File: src/hw/rtl/apc_pkg.sv
// Shared types and constants of the angle PID channel.
package apc_pkg;

  localparam int ANG_W  = 15;
  localparam int RATE_W = 16;
  localparam int DT_W   = 16;
  localparam int GAIN_W = 16;
  localparam int LIM_W  = 15;
  localparam int INT_W  = 16;
  localparam int TERM_W = 24;
  localparam int DRV_W  = 16;
  localparam int CFG_AW = 5;
  localparam int CFG_DW = 32;

  localparam logic signed [15:0] PI_Q12     = 16'sd12868;
  localparam logic signed [15:0] TWO_PI_Q12 = 16'sd25736;

  localparam logic OP_STEP  = 1'b0;
  localparam logic OP_CLEAR = 1'b1;

  typedef enum logic [2:0] {
    REG_PROP_GAIN    = 3'd0,
    REG_INTEG_GAIN   = 3'd1,
    REG_DERIV_GAIN   = 3'd2,
    REG_DRIVE_LIMIT  = 3'd3,
    REG_WINDUP_LIMIT = 3'd4
  } reg_idx_t;

  typedef enum logic [3:0] {
    ST_IDLE,
    ST_WRAP,
    ST_M1GO,
    ST_M1WAIT,
    ST_INTEG,
    ST_M2GO,
    ST_M2WAIT,
    ST_TERMS,
    ST_SUM
  } state_t;

  typedef struct packed {
    logic [GAIN_W-1:0] prop_gain;
    logic [GAIN_W-1:0] integ_gain;
    logic [GAIN_W-1:0] deriv_gain;
    logic [LIM_W-1:0]  drive_limit;
    logic [LIM_W-1:0]  windup_limit;
  } cfg_t;

endpackage

File: src/hw/rtl/apc_smul.sv
// Digit-serial signed-by-unsigned multiplier, least significant digit first.
module apc_smul #(
  parameter int AW = 16,
  parameter int BW = 16,
  parameter int DW = 4
) (
  input  logic                 clk,
  input  logic                 rst_n,
  input  logic                 start,
  input  logic signed [AW-1:0] a,
  input  logic [BW-1:0]        b,
  output logic                 busy,
  output logic signed [AW+BW-1:0] prod
);

  localparam int NSTEP = BW / DW;
  localparam int CNT_W = $clog2(NSTEP + 1);

  logic signed [AW-1:0]   a_r;
  logic [BW-1:0]          b_r;
  logic signed [AW-1:0]   hi_r;
  logic [BW-1:0]          lo_r;
  logic [CNT_W-1:0]       cnt_r;
  logic signed [AW+DW:0]  pp;
  logic signed [AW+DW:0]  s;

  assign pp = $signed(a_r) * $signed({1'b0, b_r[DW-1:0]});
  assign s  = $signed({{(DW+1){hi_r[AW-1]}}, hi_r}) + pp;

  always_ff @(posedge clk) begin
    if (!rst_n) begin
      cnt_r <= '0;
    end else if (start) begin
      cnt_r <= CNT_W'(NSTEP);
    end else if (cnt_r != '0) begin
      cnt_r <= cnt_r - CNT_W'(1);
    end
  end

  always_ff @(posedge clk) begin
    if (start) begin
      a_r  <= a;
      b_r  <= b;
      hi_r <= '0;
      lo_r <= '0;
    end else if (cnt_r != '0) begin
      b_r  <= b_r >> DW;
      lo_r <= {s[DW-1:0], lo_r[BW-1:DW]};
      hi_r <= s[AW+DW-1:DW];
    end
  end

  assign busy = (cnt_r != '0);
  assign prod = $signed({hi_r, lo_r});

endmodule

File: src/hw/rtl/apc_cfg.sv
// APB register file holding the gains and limits.
module apc_cfg (
  input  logic                       clk,
  input  logic                       rst_n,
  input  logic                       psel,
  input  logic                       penable,
  input  logic                       pwrite,
  input  logic [apc_pkg::CFG_AW-1:0] paddr,
  input  logic [apc_pkg::CFG_DW-1:0] pwdata,
  output logic [apc_pkg::CFG_DW-1:0] prdata,
  output logic                       pready,
  output apc_pkg::cfg_t              cfg
);
  import apc_pkg::*;

  cfg_t     cfg_r;
  cfg_t     cfg_nxt;
  reg_idx_t idx;
  logic     wr;

  assign idx    = reg_idx_t'(paddr[CFG_AW-1:2]);
  assign wr     = psel && penable && pwrite;
  assign pready = 1'b1;
  assign cfg    = cfg_r;

  always_comb begin
    cfg_nxt = cfg_r;
    if (wr) begin
      unique case (idx)
        REG_PROP_GAIN:    cfg_nxt.prop_gain    = pwdata[GAIN_W-1:0];
        REG_INTEG_GAIN:   cfg_nxt.integ_gain   = pwdata[GAIN_W-1:0];
        REG_DERIV_GAIN:   cfg_nxt.deriv_gain   = pwdata[GAIN_W-1:0];
        REG_DRIVE_LIMIT:  cfg_nxt.drive_limit  = pwdata[LIM_W-1:0];
        REG_WINDUP_LIMIT: cfg_nxt.windup_limit = pwdata[LIM_W-1:0];
        default:          cfg_nxt = cfg_r;
      endcase
    end
  end

  always_ff @(posedge clk) begin
    if (!rst_n) begin
      cfg_r <= '0;
    end else begin
      cfg_r <= cfg_nxt;
    end
  end

  always_comb begin
    unique case (idx)
      REG_PROP_GAIN:    prdata = CFG_DW'(cfg_r.prop_gain);
      REG_INTEG_GAIN:   prdata = CFG_DW'(cfg_r.integ_gain);
      REG_DERIV_GAIN:   prdata = CFG_DW'(cfg_r.deriv_gain);
      REG_DRIVE_LIMIT:  prdata = CFG_DW'(cfg_r.drive_limit);
      REG_WINDUP_LIMIT: prdata = CFG_DW'(cfg_r.windup_limit);
      default:          prdata = '0;
    endcase
  end

endmodule

File: src/hw/rtl/angle_pid_channel.sv
// Top level of the angle PID channel: sequencer, datapath and output register.
// Control item: wraps the error, then runs two passes of 16 / DIGIT_W steps on
// two digit-serial multipliers, updating the integral between them, then sums.
// Clear item: zeroes the integral and goes straight to the sum with zero terms.
// One item in flight: in_stall is high until the result is loaded for output.
// Reset (rst_n low, synchronous) idles the FSM, zeroes config, out_valid and integral.
module angle_pid_channel #(
  parameter int DIGIT_W = 4
) (
  input  logic                       clk,
  input  logic                       rst_n,
  input  logic                       psel,
  input  logic                       penable,
  input  logic                       pwrite,
  input  logic [apc_pkg::CFG_AW-1:0] paddr,
  input  logic [apc_pkg::CFG_DW-1:0] pwdata,
  output logic [apc_pkg::CFG_DW-1:0] prdata,
  output logic                       pready,
  input  logic                       in_valid,
  output logic                       in_stall,
  input  logic                       in_operation,
  input  logic signed [apc_pkg::ANG_W-1:0]  in_target_angle,
  input  logic signed [apc_pkg::ANG_W-1:0]  in_sensed_angle,
  input  logic signed [apc_pkg::RATE_W-1:0] in_sensed_rate,
  input  logic [apc_pkg::DT_W-1:0]          in_time_step,
  output logic                              out_valid,
  input  logic                              out_stall,
  output logic signed [apc_pkg::DRV_W-1:0]  out_drive,
  output logic signed [apc_pkg::TERM_W-1:0] out_prop_term,
  output logic signed [apc_pkg::TERM_W-1:0] out_integ_term,
  output logic signed [apc_pkg::TERM_W-1:0] out_deriv_term
);
  import apc_pkg::*;

  localparam int MUL_AW = 16;
  localparam int MUL_PW = MUL_AW + GAIN_W;

  function automatic logic signed [TERM_W-1:0] sat_term(input logic signed [28:0] v);
    if (v > 29'sd8388607) begin
      return 24'sh7FFFFF;
    end else if (v < -29'sd8388608) begin
      return 24'sh800000;
    end
    return v[TERM_W-1:0];
  endfunction

  cfg_t   cfg;
  state_t state_r;
  state_t state_nxt;

  logic signed [ANG_W-1:0]  tgt_r;
  logic signed [ANG_W-1:0]  sen_r;
  logic signed [RATE_W-1:0] rate_r;
  logic [DT_W-1:0]          dt_r;
  logic signed [ANG_W-1:0]  err_r;
  logic signed [INT_W-1:0]  integ_r;
  logic signed [TERM_W-1:0] p_r;
  logic signed [TERM_W-1:0] i_r;
  logic signed [TERM_W-1:0] d_r;
  logic                     out_valid_r;
  logic signed [DRV_W-1:0]  drive_r;
  logic signed [TERM_W-1:0] prop_out_r;
  logic signed [TERM_W-1:0] integ_out_r;
  logic signed [TERM_W-1:0] deriv_out_r;

  logic                     accept;
  logic                     out_load;
  logic                     mul_start;
  logic                     busy_a;
  logic                     busy_b;
  logic signed [MUL_AW-1:0] a_op_a;
  logic signed [MUL_AW-1:0] a_op_b;
  logic [GAIN_W-1:0]        b_op_a;
  logic [GAIN_W-1:0]        b_op_b;
  logic signed [MUL_PW-1:0] prod_a;
  logic signed [MUL_PW-1:0] prod_b;

  logic signed [15:0]       diff;
  logic signed [15:0]       err_wrap;
  logic signed [32:0]       rnd_a16;
  logic signed [32:0]       rnd_a8;
  logic signed [32:0]       rnd_b8;
  logic signed [32:0]       neg_b;
  logic signed [32:0]       rnd_d4;
  logic signed [17:0]       integ_sum;
  logic signed [17:0]       wl;
  logic signed [INT_W-1:0]  integ_nxt;
  logic signed [25:0]       sum;
  logic signed [25:0]       dl;
  logic signed [DRV_W-1:0]  drive_nxt;

  apc_cfg u_cfg (
    .clk     (clk),
    .rst_n   (rst_n),
    .psel    (psel),
    .penable (penable),
    .pwrite  (pwrite),
    .paddr   (paddr),
    .pwdata  (pwdata),
    .prdata  (prdata),
    .pready  (pready),
    .cfg     (cfg)
  );

  apc_smul #(.AW(MUL_AW), .BW(GAIN_W), .DW(DIGIT_W)) u_mul_a (
    .clk   (clk),
    .rst_n (rst_n),
    .start (mul_start),
    .a     (a_op_a),
    .b     (b_op_a),
    .busy  (busy_a),
    .prod  (prod_a)
  );

  apc_smul #(.AW(MUL_AW), .BW(GAIN_W), .DW(DIGIT_W)) u_mul_b (
    .clk   (clk),
    .rst_n (rst_n),
    .start (mul_start),
    .a     (a_op_b),
    .b     (b_op_b),
    .busy  (busy_b),
    .prod  (prod_b)
  );

  // operand select for the two multiply passes
  always_comb begin
    if (state_r == ST_M2GO) begin
      a_op_a = integ_r;
      b_op_a = cfg.integ_gain;
      a_op_b = MUL_AW'(rate_r);
      b_op_b = cfg.deriv_gain;
    end else begin
      a_op_a = MUL_AW'(err_r);
      b_op_a = dt_r;
      a_op_b = MUL_AW'(err_r);
      b_op_b = cfg.prop_gain;
    end
  end

  // wrap the angle error into [-pi, pi]
  always_comb begin
    diff = 16'(tgt_r) - 16'(sen_r);
    if (diff > PI_Q12) begin
      err_wrap = diff - TWO_PI_Q12;
    end else if (diff < -PI_Q12) begin
      err_wrap = diff + TWO_PI_Q12;
    end else begin
      err_wrap = diff;
    end
  end

  // round half up, accumulate and clamp the integral
  always_comb begin
    rnd_a16   = 33'(prod_a) + 33'sd32768;
    rnd_a8    = 33'(prod_a) + 33'sd128;
    rnd_b8    = 33'(prod_b) + 33'sd128;
    neg_b     = 33'sd0 - 33'(prod_b);
    rnd_d4    = neg_b + 33'sd8;
    integ_sum = 18'(integ_r) + 18'($signed(rnd_a16[32:16]));
    wl        = $signed({3'b000, cfg.windup_limit});
    if (integ_sum > wl) begin
      integ_nxt = wl[INT_W-1:0];
    end else if (integ_sum < -wl) begin
      integ_nxt = INT_W'(-wl);
    end else begin
      integ_nxt = integ_sum[INT_W-1:0];
    end
  end

  // sum of terms, clamped to the drive limit
  always_comb begin
    sum = 26'(p_r) + 26'(i_r) + 26'(d_r);
    dl  = $signed({11'b0, cfg.drive_limit});
    if (sum > dl) begin
      drive_nxt = dl[DRV_W-1:0];
    end else if (sum < -dl) begin
      drive_nxt = DRV_W'(-dl);
    end else begin
      drive_nxt = sum[DRV_W-1:0];
    end
  end

  always_ff @(posedge clk) begin
    if (!rst_n) begin
      state_r <= ST_IDLE;
    end else begin
      state_r <= state_nxt;
    end
  end

  always_comb begin
    state_nxt = state_r;
    in_stall  = 1'b1;
    mul_start = 1'b0;
    out_load  = 1'b0;
    accept    = 1'b0;
    unique case (state_r)
      ST_IDLE: begin
        in_stall = 1'b0;
        accept   = in_valid;
        if (in_valid) begin
          state_nxt = (in_operation == OP_CLEAR) ? ST_SUM : ST_WRAP;
        end
      end
      ST_WRAP: state_nxt = ST_M1GO;
      ST_M1GO: begin
        mul_start = 1'b1;
        state_nxt = ST_M1WAIT;
      end
      ST_M1WAIT: begin
        if (!busy_a && !busy_b) begin
          state_nxt = ST_INTEG;
        end
      end
      ST_INTEG: state_nxt = ST_M2GO;
      ST_M2GO: begin
        mul_start = 1'b1;
        state_nxt = ST_M2WAIT;
      end
      ST_M2WAIT: begin
        if (!busy_a && !busy_b) begin
          state_nxt = ST_TERMS;
        end
      end
      ST_TERMS: state_nxt = ST_SUM;
      ST_SUM: begin
        if (!out_valid_r || !out_stall) begin
          out_load  = 1'b1;
          state_nxt = ST_IDLE;
        end
      end
      default: state_nxt = ST_IDLE;
    endcase
  end

  always_ff @(posedge clk) begin
    if (!rst_n) begin
      integ_r <= '0;
    end else if (accept && in_operation == OP_CLEAR) begin
      integ_r <= '0;
    end else if (state_r == ST_INTEG) begin
      integ_r <= integ_nxt;
    end
  end

  always_ff @(posedge clk) begin
    case (state_r)
      ST_IDLE: begin
        tgt_r  <= in_target_angle;
        sen_r  <= in_sensed_angle;
        rate_r <= in_sensed_rate;
        dt_r   <= in_time_step;
        p_r    <= '0;
        i_r    <= '0;
        d_r    <= '0;
      end
      ST_WRAP:  err_r <= err_wrap[ANG_W-1:0];
      ST_INTEG: p_r   <= sat_term(29'($signed(rnd_b8[32:8])));
      ST_TERMS: begin
        i_r <= sat_term(29'($signed(rnd_a8[32:8])));
        d_r <= sat_term(rnd_d4[32:4]);
      end
      default: begin
        err_r <= err_r;
      end
    endcase
  end

  always_ff @(posedge clk) begin
    if (!rst_n) begin
      out_valid_r <= 1'b0;
    end else if (out_load) begin
      out_valid_r <= 1'b1;
    end else if (!out_stall) begin
      out_valid_r <= 1'b0;
    end
  end

  always_ff @(posedge clk) begin
    if (out_load) begin
      drive_r     <= drive_nxt;
      prop_out_r  <= p_r;
      integ_out_r <= i_r;
      deriv_out_r <= d_r;
    end
  end

  assign out_valid      = out_valid_r;
  assign out_drive      = drive_r;
  assign out_prop_term  = prop_out_r;
  assign out_integ_term = integ_out_r;
  assign out_deriv_term = deriv_out_r;

endmodule

File: config.mk
export PLATFORM = sky130hd
export DESIGN_NAME = angle_pid_channel
export DESIGN_NICKNAME = d
export VERILOG_FILES = /design/src/hw/rtl/apc_pkg.sv /design/src/hw/rtl/apc_smul.sv /design/src/hw/rtl/apc_cfg.sv /design/src/hw/rtl/angle_pid_channel.sv
export SDC_FILE = /design/constraint.sdc
export NUM_CORES = 1
export LEC_CHECK = 0
export ABC_AREA = 1
export CAP_MARGIN = 20
export CELL_PAD_IN_SITES_DETAIL_PLACEMENT = 0
export CELL_PAD_IN_SITES_GLOBAL_PLACEMENT = 1
export CORE_MARGIN = 1.5
export CORE_UTILIZATION = 50
export DETAILED_ROUTE_END_ITERATION = 12
export DONT_BUFFER_PORTS = 1
export PLACE_DENSITY_LB_ADDON = 0.25
export SLEW_MARGIN = 0
export SYNTH_ARGS = -nofsm -noshare
export SYNTH_HDL_FRONTEND = slang
export SYNTH_SLANG_ARGS = --single-unit
File: constraint.sdc
create_clock -name clk -period 6.2 [get_ports clk]
set_input_delay 0.93 -clock clk [delete_from_list [all_inputs] [get_ports clk]]
set_output_delay 0.93 -clock clk [all_outputs]
set_load 0.02 [all_outputs]
==> flow_summary.yaml, run 1 <==
run_status:
  run_status: "complete, no violations"
logic_synthesis:
  number_of_synthesized_flops_with_an_enable_pin: 301
  ys_seq_area_share_pct: 38.70
  synth_area_per_cell_um2: 8.402
  syn_area_mm2: 0.03174
  yosys.area.top_type_share_pct: 28.48
  ys.flop_type: "edfxtp_1"
  ys_async_sr_fraction_pct: 0
  yosys-top-cells-count: "878 x nand2_1, 512 x inv_1, 302 x nor2_1"
  post-synth-top-count-cell: "nand2_1"
  postSynthRegisterBits: 463
  synth.yosys.warnings: 0
  synth_area_leaders: "edfxtp_1 28%, nand2_1 10%, dfxtp_1 10%"
  post_synth_num_cell_types: 69
  yosys.area.top_type: "edfxtp_1"
  synth_cells: 3777
floorplanning:
  die_h_um: 254.9
  design.core.area_mm2: 0.06285
  design.die.area_mm2: 0.06499
  die_w_um: 254.9
  num_rows: 92
  i_o_pin_total: 230
  start_util_pct: 50.49
placement:
  placed_cell_area_mm2: 0.03246
  place_worst_setup_slack_ns: 1.008
  port_buffers: 0
  placedCellCount: 4542
  detailedPlacementHpwl_um: 72160
  routabilityCongestion: 0.9474
layout:
  final_core_utilization_pct: 54.27
  antenna_cells_inserted: 0
  fin_area_mm2: 0.03411
  synthToLayoutAreaGrowth_pct: 7.471
  filler_instances: 5953
  layout.cells.non_filler: 4638
  net_count_final: 4196
  drive_gt1_share_pct: 7.278
timing:
  hold_viol_final: 0
  finalSetupViolations: 0
  final.setup.worst_slack_ns: 0.9552
  clock.fmax_ghz: 0.1907
  timing.slew.headroom_pct: 33.07
  report.final.slew_viol_count: 0
  worst_skew_ns: 0.01802
  final_period_minus_worst_setup_slack_ns: 5.245
  finalSetupTns_ns: 0
  finalCritPeriodShare_pct: 84.59
  worst_slew_pin_slew_ns: 1.002
  grt_setup_unrepaired: "no"
clock_tree:
  htreeDepth: 2
  cts_tree: "yes"
  clk_root_buffer_cell: "clkbuf_16"
  latest_clock_arrival_within_the_worst_skew_pair_ns: 0.61
  cts-hold-fix-buffers: 0
  ctsResizeCount: 0
  post_cts.repair.setup_buffers: 0
  clock_input_transition_at_the_sequential_cells_of_the_worst_setup_and_hold_paths_ns: 0.06
  clock-sinks: 463
  cts_buffer_depth: 3
  numCtsBuffers: 51
setup_path:
  timing_worst_setup_path_type: "flop to flop"
  critical_path_required_ns: 6.70
  critical_path_buf_inv_count: 7
  cpMaxStageDelayCell: "dfxtp_1"
  critical_path.max_stage_delay_ns: 0.40
  worst_setup_path_start_kind: "flop"
  crit_arrival_ns: 5.75
  worst_path_max_fanout: 16
  critical_path.top_delay_family: "simple AND/OR/NAND/NOR gates"
  critPathCaptureType: "flop"
global_routing:
  gr-usage-all-layers_pct: 28.46
  grt_antenna_before_repair: 3
  grt_pass1_vias: 24380
  pin_count_of_the_biggest_net_entering_global_routing: 84
  global_route.overflow_total: 0
  grt_pass1_wl_um: 141000
routing:
  met3_wire_length_um: 6795
  maxUsedRoutingLayer: "met5"
  first_iteration_detailed_routing_drc_count: 1780
  totalWireLength_um: 90640
  met2RoutedLength_um: 41980
  vias_per_cell: 5.368
  drt_drc_violations_left: 0
  vias: 24900
  route.layer.met1.wl_um: 39360
  drt-wirelength-per-cell_um: 19.54
  antenna_violating_nets_remaining: 0
  detail_route.first_pass.iterations: 5
min_path:
  min-delay-path-class: "input port to flop"
power_and_ir_drop:
  cellPowerDensity_mw_per_mm2: 659.2
  leakage_power_nw: 15.87
  peakVddDrop_uv: 409.6
flow_run:
  max-cap-violations: 0
-- cell families after synthesis --
family          after synthesis  share of synthesized area [%]
simple gates               1527                          20.79
fa+ha+maj                   339                          16.28
flops                       463                          38.70
compound gates              625                          11.27
buf+inv                     666                          8.457
xor+xnor                    155                          4.479
other cells                   2                        0.02366
-- power breakdown --
part           internal, W  switching (W)  leakage [nW]  total, W
Clock              0.00171        0.00128         0.780   0.00300
Combinational      0.00532        0.00902          10.8    0.0143
Sequential         0.00428       0.000866          4.31   0.00514
Total               0.0113         0.0112          15.9    0.0225
-- stage by stage --
stage	hold WS [ns]	power (W)
floorplan	0.4289	0.01624
global placement	0.4416	0.01940
detailed placement	0.4571	0.01953
finish	0.4097	0.02248
global route	0.3777	0.02500
CTS	0.3717	0.02261
-- cell usage in the layout (no fill, tap or decap), types with 6 or more instances in the layout --
master / Yosys / routed
clkinv_1: 5 / 11
clkinvlp_4: 0 / 6
clkinv_2: 1 / 10
a21oi_2: 26 / 25
nor3_1: 37 / 35
o21ai_1: 7 / 7
nand3_1: 160 / 160
a221oi_1: 16 / 16
clkbuf_1: 77 / 14
o21bai_1: 6 / 6
conb_1: 2 / 17
o211ai_1: 16 / 16
o21ai_0: 197 / 197
inv_2: 23 / 23
nand2_1: 878 / 877
buf_4: 26 / 29
fa_1: 123 / 123
o21ai_2: 10 / 10
ha_1: 216 / 216
nand3_2: 18 / 18
dfxtp_1: 162 / 162
a31oi_1: 13 / 13
nor3_2: 7 / 9
edfxtp_1: 301 / 301
nand2_2: 24 / 25
o22ai_1: 34 / 34
nor4_1: 10 / 10
inv_1: 512 / 512
or2_2: 10 / 10
nor2_2: 12 / 13
xor2_1: 120 / 120
nor2_1: 302 / 299
xnor2_1: 28 / 28
nand4_1: 40 / 40
nor2_4: 9 / 11
a21o_1: 7 / 7
a21oi_1: 261 / 260
clkbuf_16: 0 / 51
-- worst register-to-register path, delay by kind of cell, from the launching register on --
family	cells	cell delay, ns
AND/OR/NAND/NOR	14	2.36
AO/OA/AOI/OAI	5	0.86
buffers and inverters	7	0.68
adder cells (fa/ha/maj)	2	0.62
flip-flops	1	0.40
XOR/XNOR	1	0.24
-- state kept, by name, indices dropped and copies added (netlist names), 24 cells and up --
name and flops:
u_cfg.cfg 78, d_r 24, i_r 24, out_deriv_term 24, out_integ_term 24, out_prop_term 24
p_r 24
-- layer usage --
metal | vias to the layer above | global-route usage [%]
met3 | 116 | 6.112
met4 | 4 | 7.980
met2 | 752 | 47.44
met1 | 11670 | 37.26
li1 | 12360 | -
met5 | - | 0
-- final cells by class --
type | instances | area (um2) | share of cell area, %
Clock buffer | 67 | 1356 | 3.977
Clock inverter | 28 | 270.3 | 0.7924
Inverter | 541 | 2032 | 5.958
Multi-Input combinational cell | 2663 | 16870 | 49.48
Sequential cell | 463 | 12280 | 36.01
Tap cell | 846 | 1059 | 3.104
Timing Repair Buffer | 30 | 232.7 | 0.6823
-- path summary, 6_finish.rpt --
path / start / end / slack, ns / cells after the start
worst max-delay path: u_mul_a.lo_r[15] / integ_r[9] / 0.96 / 29
worst min-delay path: in_sensed_rate[1] / rate_r[1] / 0.41 / 0
worst min register to register: u_mul_b.cnt_r[0] / u_mul_b.cnt_r[0] / 0.47 / 2
worst max register to register: u_mul_a.lo_r[15] / integ_r[9] / 0.96 / 29
No activity file was read; power rests on OpenSTA's default activity.
==> inputs of run 2 (changes only) <==
CORE_UTILIZATION = 45   (was 50)
clock period = 4.5 ns   (was 6.2 ns; I/O delays follow)
==> flow_summary.yaml, run 2 (synthesized netlist as in run 1, its figures left out) <==
run_status:
  run_status: "complete, no violations"
clock_tree:
  htreeDepth: 2
  clock_input_transition_at_the_sequential_cells_of_the_worst_setup_and_hold_paths_ns: 0.07
  cts-hold-fix-buffers: 0
  cts_tree: "yes"
  numCtsBuffers: 52
  clk_root_buffer_cell: "clkbuf_16"
  cts_buffer_depth: 3
  clock-sinks: 463
  latest_clock_arrival_within_the_worst_skew_pair_ns: 0.62
routing:
  totalWireLength_um: 95530
  vias_per_cell: 5.206
  first_iteration_detailed_routing_drc_count: 2003
  drt_drc_violations_left: 0
  antenna_violating_nets_remaining: 0
  vias: 25750
  detail_route.first_pass.iterations: 7
  drt-wirelength-per-cell_um: 19.32
placement:
  routabilityCongestion: 0.9409
  placedCellCount: 4811
  detailedPlacementHpwl_um: 75060
  port_buffers: 0
flow_run:
  max-cap-violations: 0
timing:
  grt_setup_unrepaired: "yes"
  hold_viol_final: 0
  report.final.slew_viol_count: 0
  finalCritPeriodShare_pct: 97.75
  worst_slew_pin_slew_ns: 1.073
  final_period_minus_worst_setup_slack_ns: 4.399
  timing.slew.headroom_pct: 28.49
  clock.fmax_ghz: 0.2273
  finalSetupViolations: 0
  worst_skew_ns: 0.01602
  fin_worst_hold_slack_ns: 0.1532
setup_path:
  critical_path.top_delay_family: "simple AND/OR/NAND/NOR gates"
  critical_path_buf_inv_count: 3
  critical_path.max_stage_delay_ns: 0.52
  cpMaxStageDelayCell: "fa_1"
  path_common_cell: "nand3_1"
  worst_setup_path_start_kind: "flop"
  worst_path_max_fanout: 8
  critical_path_required_ns: 4.85
  timing.critical_path.cells: "fa_1 -> ha_2 -> fa_2 -> nand3_1 -> nand2_2 -> buf_4 -> nand3_1 -> nand3_2 -> a21oi_2 -> xor2_1 -> inv_1 -> ha_1 -> nand2_1 -> inv_1 -> nand3_1 -> nor2_2 -> nand3_4 -> nand2_8 -> nand2_4 -> nand2_4 -> nand2_1 -> nand3_1 -> nand2_1"
  timing_worst_setup_path_type: "flop to flop"
  crit_arrival_ns: 4.75
  critPathCaptureType: "flop"
layout:
  drive_gt1_share_pct: 16.19
  filler_instances: 6679
  net_count_final: 4408
  final_cell_mix: "853 x nand2_1, 501 x inv_1, 301 x edfxtp_1"
  multiInputGateArea_mm2: 0.01782
  seqCellArea_mm2: 0.01229
  synthToLayoutAreaGrowth_pct: 16.78
  most_common_cell_after_layout_fill_and_taps_aside: "nand2_1"
  layout.cells.non_filler: 4945
  flip_flop_count_of_the_largest_register_after_layout: 78
global_routing:
  global_route.overflow_total: 0
  grt_pass1_vias: 24580
  grt_pass1_wl_um: 144200
  gr-usage-all-layers_pct: 26.29
  grt_antenna_before_repair: 6
  pin_count_of_the_biggest_net_entering_global_routing: 84
floorplanning:
  die_h_um: 268.6
  start_util_pct: 45.40
  die_w_um: 268.6
  design.core.area_mm2: 0.06991
  i_o_pin_total: 230
  num_rows: 97
  design.die.area_mm2: 0.07212
min_path:
  min-delay-path-class: "input port to flop"
==> run 2: worst register-to-register path: stages, from the launching register on <==
cell and delay [ns]:
edfxtp_1 0.49, fa_1 0.52, ha_2 0.20, fa_2 0.36
nand3_1 0.10, nand2_2 0.08, buf_4 0.15, nand3_1 0.13
nand3_2 0.12, a21oi_2 0.16, xor2_1 0.25, inv_1 0.07
ha_1 0.29, nand2_1 0.05, inv_1 0.11, nand3_1 0.11
nor2_2 0.17, nand3_4 0.16, nand2_8 0.14, nand2_4 0.10
nand2_4 0.14, nand2_1 0.08, nand3_1 0.09, nand2_1 0.07
==> run 2: worst paths after layout <==
kind	from	endpoint	slack [ns]	depth (start not counted)
hold reg to reg	u_mul_b.lo_r[1]	u_mul_b.lo_r[1]	0.46	2
setup reg to reg	i_r[1]	out_drive[13]	0.10	23
setup / recovery	i_r[1]	out_drive[13]	0.10	23
hold / removal	in_sensed_rate[2]	rate_r[2]	0.15	0
==> run 2: metal layers <==
metal  up-vias  global-route usage [%]  wire length [um]
met5         -                       0                 0
met1     12090                   35.70             42650
met3       130                   3.680              5529
met4         0                   6.893              2547
met2       749                   43.96             44810
li1      12770                       -                 -
==> run 2: stage by stage <==
| stage | setup slack (ns) | area (um2) | util, % | setup TNS (ns) |
|---|---|---|---|---|
| floorplan | 0.09166 | 31800 | - | 0 |
| global placement | -0.2251 | 33930 | 48.54 | -4.146 |
| detailed placement | -0.2581 | 33930 | 48.54 | -4.211 |
| CTS | 0.009275 | 35900 | 51.35 | 0 |
| global route | -0.06373 | 37050 | 53.01 | -0.9651 |
| finish | 0.1011 | 37060 | 53.01 | 0 |
==> run 2: repair_timing <==
action	4_1_cts	5_1_grt
buffers inserted	2	33
endpoints found under the setup margin	33	42
cloned	2	2
pin swaps	6	70
gates resized for setup	31	186
==> run 2: final cells by class <==
cell class,count,area share (%)
Clock buffer,61,3.744
Antenna cell,2,0.01350
Sequential cell,463,33.16
Inverter,541,5.530
Timing Repair Buffer,238,5.145
Tap cell,940,3.174
Multi-Input combinational cell,2666,48.08
Clock inverter,34,1.155
Power of run 2 is not shown: default switching activity piles up to over one toggle a cycle in this logic, so the estimate is an artifact.
